--- config.mk ---
export PLATFORM = sky130hd
export DESIGN_NAME = sti_phase
export DESIGN_NICKNAME = d
export VERILOG_FILES = /design/src/hw/rtl/sine_table_interpolator_unit_macros.svh /design/src/hw/rtl/sti_pkg.sv /design/src/hw/rtl/sti_phase.sv
export SDC_FILE = /design/constraint.sdc
export NUM_CORES = 1
export LEC_CHECK = 0
export BUFFER_PORTS_ARGS = -buffer_cell sky130_fd_sc_hd__clkbuf_2
export CORE_MARGIN = 1
export CORE_UTILIZATION = 40
export CTS_CLUSTER_DIAMETER = 200
export DETAILED_ROUTE_END_ITERATION = 10
export HOLD_SLACK_MARGIN = 0.12
export PLACE_DENSITY = 0.52
export SLEW_MARGIN = 20
export SYNTH_ARGS = -nofsm -noshare
export SYNTH_HDL_FRONTEND = slang
export SYNTH_SLANG_ARGS = --single-unit
--- constraint.sdc ---
create_clock -name clk -period 20.2 [get_ports clk]
set_clock_uncertainty 0.15 [all_clocks]
set_input_delay 3.03 -clock clk [delete_from_list [all_inputs] [get_ports clk]]
set_output_delay 3.03 -clock clk [all_outputs]
set_load 0.1 [all_outputs]
--- src/hw/rtl/sine_table_interpolator_unit_macros.svh ---
// ----------------------------------------------------------------------------
// sine table interpolator assertion macros
// shared concurrent assertion forms, clocked on clk, disabled in reset
// ----------------------------------------------------------------------------
`ifndef SINE_TABLE_INTERPOLATOR_UNIT_MACROS_SVH
`define SINE_TABLE_INTERPOLATOR_UNIT_MACROS_SVH

// same-cycle implication
`define STI_ASSERT_NOW(lbl, ante, cons) \
	lbl: assert property (@(posedge clk) disable iff (!arst_n) (ante) |-> (cons)) \
		else $error("sine table interpolator assertion failed");

// next-cycle implication
`define STI_ASSERT_NEXT(lbl, ante, cons) \
	lbl: assert property (@(posedge clk) disable iff (!arst_n) (ante) |=> (cons)) \
		else $error("sine table interpolator assertion failed");

`endif

--- src/hw/rtl/sti_pkg.sv ---
// ----------------------------------------------------------------------------
// sti_pkg
// shared constants and types of the sine table interpolator
// ----------------------------------------------------------------------------
package sti_pkg;

	localparam int unsigned ANGLE_W    = 32;
	localparam int unsigned SINE_W     = 16;
	localparam int unsigned PHASE_W    = 56;
	localparam int unsigned PHASE_DROP = 16;
	localparam int unsigned FRAC_W     = 40;

	// 1/(2*pi) in unsigned q0.32
	localparam logic [29:0] INV_TWO_PI_Q32 = 30'd683565276;

	localparam logic [63:0] HALF_PI_Q30 = 64'd1686629713;
	localparam logic [63:0] ONE_Q30     = 64'd1 << 30;

	// taylor series denominators, innermost first
	localparam logic [63:0] SERIES_DIV [6] = '{
		64'd156, 64'd110, 64'd72, 64'd42, 64'd20, 64'd6
	};

	typedef struct packed {
		logic load_s1;
		logic load_s2;
		logic load_s3;
		logic load_s4;
	} stage_en_t;

endpackage

--- src/hw/rtl/sti_phase.sv ---
// ----------------------------------------------------------------------------
// sti_phase
// angle to turns multiply, then turns to table index and blend weight
// ----------------------------------------------------------------------------
module sti_phase #(
	parameter int unsigned TABLE_ENTRIES = 512,
	parameter int unsigned WEIGHT_BITS   = 16,
	localparam int unsigned IdxW         = $clog2(TABLE_ENTRIES)
) (
	input  logic                                   clk,
	input  sti_pkg::stage_en_t                     en,
	input  logic signed [sti_pkg::ANGLE_W-1:0]     angle,
	output logic        [IdxW-1:0]                 k_s2,
	output logic        [WEIGHT_BITS-1:0]          w_s2
);

	localparam int unsigned ProdW = sti_pkg::ANGLE_W + 31;
	localparam int unsigned PosW  = sti_pkg::FRAC_W + IdxW;

	logic signed [30:0]                  inv_c;
	logic signed [ProdW-1:0]             prod;
	logic        [sti_pkg::PHASE_W-1:0]  phase_s1;
	logic        [sti_pkg::FRAC_W-1:0]   phase40;
	logic        [PosW-1:0]              pos;

	assign inv_c = $signed({1'b0, sti_pkg::INV_TWO_PI_Q32});
	assign prod  = angle * inv_c;

	always_ff @(posedge clk) begin
		if (en.load_s1) begin
			phase_s1 <= prod[sti_pkg::PHASE_W-1:0];
		end
	end

	assign phase40 = phase_s1[sti_pkg::PHASE_W-1:sti_pkg::PHASE_DROP];
	assign pos     = PosW'(phase40) * PosW'(TABLE_ENTRIES);

	always_ff @(posedge clk) begin
		if (en.load_s2) begin
			k_s2 <= pos[PosW-1:sti_pkg::FRAC_W];
			w_s2 <= pos[sti_pkg::FRAC_W-1 -: WEIGHT_BITS];
		end
	end

endmodule

==> impl_results.md, run 1 <==
* Status: finished, final reports clean
* Die width at 211 um
* Critical Path Sink Type: flip-flop
* Area contributors post-synth: fa_1, ha_1, inv_1, edfxtp_1, xnor2_1
* Initial core utilization at 40.5%
* Min Clock Period, post-route at 10.94 ns
* Tcrit/Tclk final at 54.2%
* Sequential area share after synthesis at 8.63%
* Final instance area at 0.0186 mm2
* HP Class: reg2reg
* CTS tree: done
* Fin nets at 2444
* Clk slew on worst S/H paths at 0.06 ns
* Worst r2r src: phase_s1[44]
* Final Hold Fails at 0
* Hold_sp: phase_s1[55]
* Initial antenna violation count at 1
* Uppermost layer routed: met4
* CP max FO at 7
* Antenna-violating nets left at 0
* Slew @ Worst Pin at 0.711 ns
* Yosys top cell by area: fa_1
* First-pass GRT wire length at 64000 um
* CTS sink count at 50
* Tot GR Track Use at 19.4%
* Netlist cell types at 48
* Type of the worst setup path: in2reg
* Critical path arrival at 10.83 ns
* Final Util at 43.3%
* Ant. Diodes at 0
* Reg2Reg Depth at 0
* Met2 wire length at 19100 um
* CTS Root Cell: clkbuf_16
* Vias in the first global route at 11600
* Cts-stage hold buffer count at 0
* Worst slew margin at 52.6%
* WL final at 39700 um
* First-pass DRT Iterations at 5
* Setup violations, final at 0
* Reg-to-Reg End: w_s2[13]
* Ys async rst share at 0%
* Setup TNS at 0 ns
* Met1 Wirelength at 18900 um
* Fraction of layout cells with a size suffix above 1 at 4.69%
* Slew Viols, Final at 0
* Wirelength per Cell at 17.3 um
* Ys Warns at 0
* # rows at 76
* RD Place Congestion at 0.889
* Startpoint types: primary input
* Fin cells at 2292
* Post-Syn Area per Cell at 10.6 um2
* Routed wl met3 at 1600 um
* Post-synth net total at 2378
* Placed Area at 0.0184 mm2
* Drt initial violations at 458
* Area of the core at 0.0430 mm2
* Total gr overflow at 0
* Worst R2R Setup Slack at 19.42 ns
* Height of the chip at 211 um
* Number of synthesized flops with an enable pin at 50
* Placed Cells at 2284
* Hold depth at 0
* Cell with the most instances after synthesis: inv_1
* Max Clock Freq at 91.4 MHz
* Post-Synthesis Cell Area at 0.0174 mm2
* #FFs+latches synth at 50
* Post_cts resized at 0
* H-Tree Depth at 2
* Synth Instances at 1640
* PortBufs at 59
* IO Count at 62
* Max Cap Violations at 0
* Yosys top cell area share at 47.3%
* RSZ-0062 raised after global routing: false
* Full die area at 0.0443 mm2
* Ys flop type: edfxtp_1
* Post-DP HPWL at 36100 um
* CTS Buffer Depth at 2
* Min-Delay Endpoint: k_s2[8]
* Clk_lat worst skew at 0.30 ns
* Inserted Clock Buffers at 5
* Commonest cells post-synth: inv_1, fa_1, ha_1
* Largest net degree at the start of global routing at 48
* # DRC at 0
* Post-CTS Repair Setup Buffers at 0
* Critical Path RT at 20.09 ns
* DR vias at 10700
* Syn-to-layout area delta at 7.06%
* Via density at 4.65
[cell usage in the layout (no fill, tap or decap), drive strengths merged, types with 3 or more instances in the layout]
| cell | n |
|---|---|
| o21ai | 16 |
| inv | 648 |
| nand3 | 6 |
| and3 | 7 |
| a21oi | 33 |
| nor2 | 17 |
| o21a | 4 |
| a211oi | 8 |
| edfxtp | 50 |
| clkbuf | 64 |
| nand4 | 11 |
| a2111oi | 3 |
| nand2b | 3 |
| o21bai | 3 |
| ha | 290 |
| nor3 | 4 |
| a21o | 28 |
| nand2 | 22 |
| xnor2 | 25 |
| a31oi | 4 |
| fa | 411 |
| o211ai | 3 |
| xor2 | 13 |
| mux2i | 3 |
[metal layers]
metal	track usage (%)	up-vias
met5	0	-
met1	28.5	5508
li1	-	4985
met4	1.52	0
met2	31.9	159
met3	2.50	14
[kinds of logic (layout without fill, tap and decap cells)]
group                    after synthesis  after routing  synth area share [%]
buffers and inverters                650            717                  14.0
XOR/XNOR                              39             39                  2.04
flip-flops                            50             50                  8.63
adder cells (fa/ha/maj)              701            701                  68.2
multiplexers                           3              3                 0.173
AO/OA/AOI/OAI                        119            119                  4.73
AND/OR/NAND/NOR                       78             78                  2.23
[registers in the layout, summed over array words and instances, names as in the netlist]
signal and count:
phase_s1 25, w_s2 16, k_s2 9
[metrics by stage]
| stage | hold WS [ns] | setup slack (ns) |
|---|---|---|
| after detailed placement | 0.255 | 8.96 |
| final | 0.269 | 9.26 |
| after floorplan | 0.250 | 10.35 |
| after CTS | 0.270 | 9.26 |
| after global placement | 0.254 | 8.99 |
| after global routing | 0.277 | 8.97 |
[how the worst max path moves through the flow]
stage	startpoint	endpoint	slack, ns	cells past startpoint
2_1_floorplan	angle[31]	phase_s1[49]	10.35	20
3_3_place_gp	angle[7]	phase_s1[54]	8.99	26
4_1_cts	angle[7]	phase_s1[54]	9.26	26
3_5_place_dp	angle[7]	phase_s1[54]	8.96	26
5_1_grt	angle[7]	phase_s1[54]	8.97	26
6_report	angle[7]	phase_s1[54]	9.26	26
[final cells by class]
type,count,area (um2)
clock buffers,5,125
clock inverters,3,68.8
fillers,4258,24400
inverters,648,2430
multi-input cells,940,13500
flip-flops and latches,50,1500
well taps,585,732
repair buffers,61,310
[worst max-delay path: stages]
cell and delay (ns):
clkbuf_2 0.29, inv_1 0.40, fa_1 0.65, inv_1 0.07, fa_1 0.48, ha_1 0.29, inv_1 0.05, fa_1 0.53
inv_1 0.05, fa_1 0.52, fa_1 0.44, fa_1 0.50, inv_1 0.05, fa_1 0.47, inv_1 0.04, ha_1 0.33
nand4_1 0.27, nor2_1 0.33, o311ai_1 0.16, a31oi_1 0.42, o211ai_2 0.23, a211oi_2 0.43, a21oi_2 0.19, o21ai_2 0.27
o22ai_1 0.15, xnor2_1 0.16
Power of run 1 is not shown: default switching activity piles up to over one toggle a cycle in this logic, so the estimate is an artifact.
==> run 2: changes to the inputs <==
- PLACE_DENSITY: 0.52 -> 0.54
- clock period: 20.2 -> 9.2 ns (I/O delays scaled with it)
==> run 2 against run 1 <==
Sequential cell count unchanged. Hold slack worse by 0.00095 ns. Non-clock buffer count grew 39. Die area is the same. Global-route usage grew 0.33 points. Largest cell class unchanged.
==> impl_results.md, run 2 (synthesized netlist as in run 1, its figures left out) <==
* Tot GR Track Use at 19.7% (+0.33 points)
* Clk slew on worst S/H paths at 0.07 ns (about the same)
* RD Place Congestion at 0.962 (+8.2%)
* WL final at 40300 um (+1.5%)
* Post-CTS Repair Setup Buffers at 0 (unchanged)
* Final Hold Fails at 0 (unchanged)
* Crit path largest cell delay at 0.53 ns (-0.12 ns)
* Final instance area at 0.0189 mm2 (+1.4%)
* CTS tree: done
* Reg-to-Reg End: w_s2[13]
* Commonest non-fill, non-tap cell in the layout: inv_1
* H-Tree Depth at 2 (unchanged)
* CP delay by family, top: adder cells
* Fill count at 4210 (-1.1%)
* Status: finished, final reports clean
* Largest registers: phase_s1: 25 flops, w_s2: 16 flops, k_s2: 9 flops
* Largest register FFs at 25 (unchanged)
* Full die area at 0.0443 mm2 (unchanged)
* Post-DP HPWL at 37900 um (+4.8%)
* Min-Delay Endpoint: w_s2[6]
* Total gr overflow at 0 (unchanged)
* Min Clock Period, post-route at 8.78 ns
* Initial core utilization at 40.5% (unchanged)
* Critical Path RT at 9.09 ns (-11.00 ns)
* CTS Buffer Depth at 2 (unchanged)
* Die width at 211 um (unchanged)
* Cts-stage hold buffer count at 0 (unchanged)
* PortBufs at 59 (unchanged)
* Worst slew margin at 53.6% (+1.0 points)
* RSZ-0062 raised after global routing: false
* Placed Area at 0.0187 mm2 (+1.6%)
* Critical Path Sink Type: flip-flop
* DR vias at 10900 (+2.2%)
* Worst R2R Setup Slack at 8.42 ns (-11.00 ns)
* Tcrit/Tclk final at 95.4%
* CP startpoint: angle[8]
* Post_cts resized at 0 (unchanged)
* IO Count at 62 (unchanged)
* Fin nets at 2483 (+1.6%)
* Largest net degree at the start of global routing at 32 (-33%)
* # DRC at 0 (unchanged)
* Vias in the first global route at 12000 (+3.3%)
* Ant. Diodes at 0 (unchanged)
* Commonest non-fill, non-tap cells in the layout: inv_1, fa_1, ha_1
* CTS Root Cell: clkbuf_16
* Type of the worst setup path: in2reg
* Inserted Clock Buffers at 5 (unchanged)
* Slew @ Worst Pin at 0.691 ns (-0.0199 ns)
* CP max FO at 5 (-2)
* Wirelength per Cell at 17.3 um (-0.22%)
* Height of the chip at 211 um (unchanged)
* Critical path arrival at 8.67 ns (-2.16 ns)
* Area of the core at 0.0430 mm2 (unchanged)
* Max Clock Freq at 114 MHz
* Worst r2r src: phase_s1[44]
* Max Cap Violations at 0 (unchanged)
* CTS sink count at 50 (unchanged)
* Most frequent CP cell: fa_1
* Biggest register: phase_s1
* Fraction of layout cells with a size suffix above 1 at 6.82% (+2.1 points)
* CP max stage cell: fa_1
* # rows at 76 (unchanged)
* HP Class: reg2reg
* Reg2Reg Depth at 0 (unchanged)
* Buf/Inv on CP at 8 (+1)
* Setup violations, final at 0 (unchanged)
* Setup TNS at 0 ns (unchanged)
* First-pass GRT wire length at 65600 um (+2.4%)
* Drt initial violations at 505 (+10%)
* Slew Viols, Final at 0 (unchanged)
* First-pass DRT Iterations at 5 (unchanged)
* Hold_sp: phase_s1[37]
* Initial antenna violation count at 1 (unchanged)
* Hold depth at 0 (unchanged)
* Cell count along the critical path at 27 (+3.8%)
* Clk_lat worst skew at 0.29 ns (about the same)
* Syn-to-layout area delta at 8.60%
* Via density at 4.68 (+0.52%)
* Antenna-violating nets left at 0 (unchanged)
* Startpoint types: primary input
## run 2: metrics by stage
step	hold WS [ns]	setup slack (ns)	std cells	util, %
2_1_floorplan	0.250	1.00	1640	-
3_3_place_gp	0.255	0.146	2323	43.6
3_5_place_dp	0.255	0.136	2323	43.6
4_1_cts	0.271	0.400	2331	43.9
5_1_grt	0.271	0.0882	2331	43.9
6_report	0.268	0.423	2331	43.9
## run 2: worst max path at each step
stage                         endpoint
after floorplan           phase_s1[49]
after detailed placement  phase_s1[54]
final                     phase_s1[54]
after global routing      phase_s1[54]
after CTS                 phase_s1[54]
after global placement    phase_s1[54]
## run 2: metal layers
| layer | track usage (%) | part of all wire, % | routed length (um) | vias up |
|---|---|---|---|---|
| li1 | - | - | - | 5060 |
| met1 | 28.3 | 46 | 18700 | 5624 |
| met2 | 32.7 | 48 | 19400 | 186 |
| met3 | 2.32 | 4.0 | 1590 | 34 |
| met4 | 2.97 | 1.5 | 620 | 0 |
| met5 | 0 | 0 | 0 | - |
## run 2: layout make-up
class	instances	area, um2	share of cell area, %
inverter	648	2430	12.9
tap	585	732	3.87
clock buffer	5	125	0.662
sequential	50	1500	7.95
multi-input combinational	940	13500	71.2
timing repair buffer	100	603	3.19
clock inverter	3	43.8	0.232
Power of run 2 is left out for the same reason.
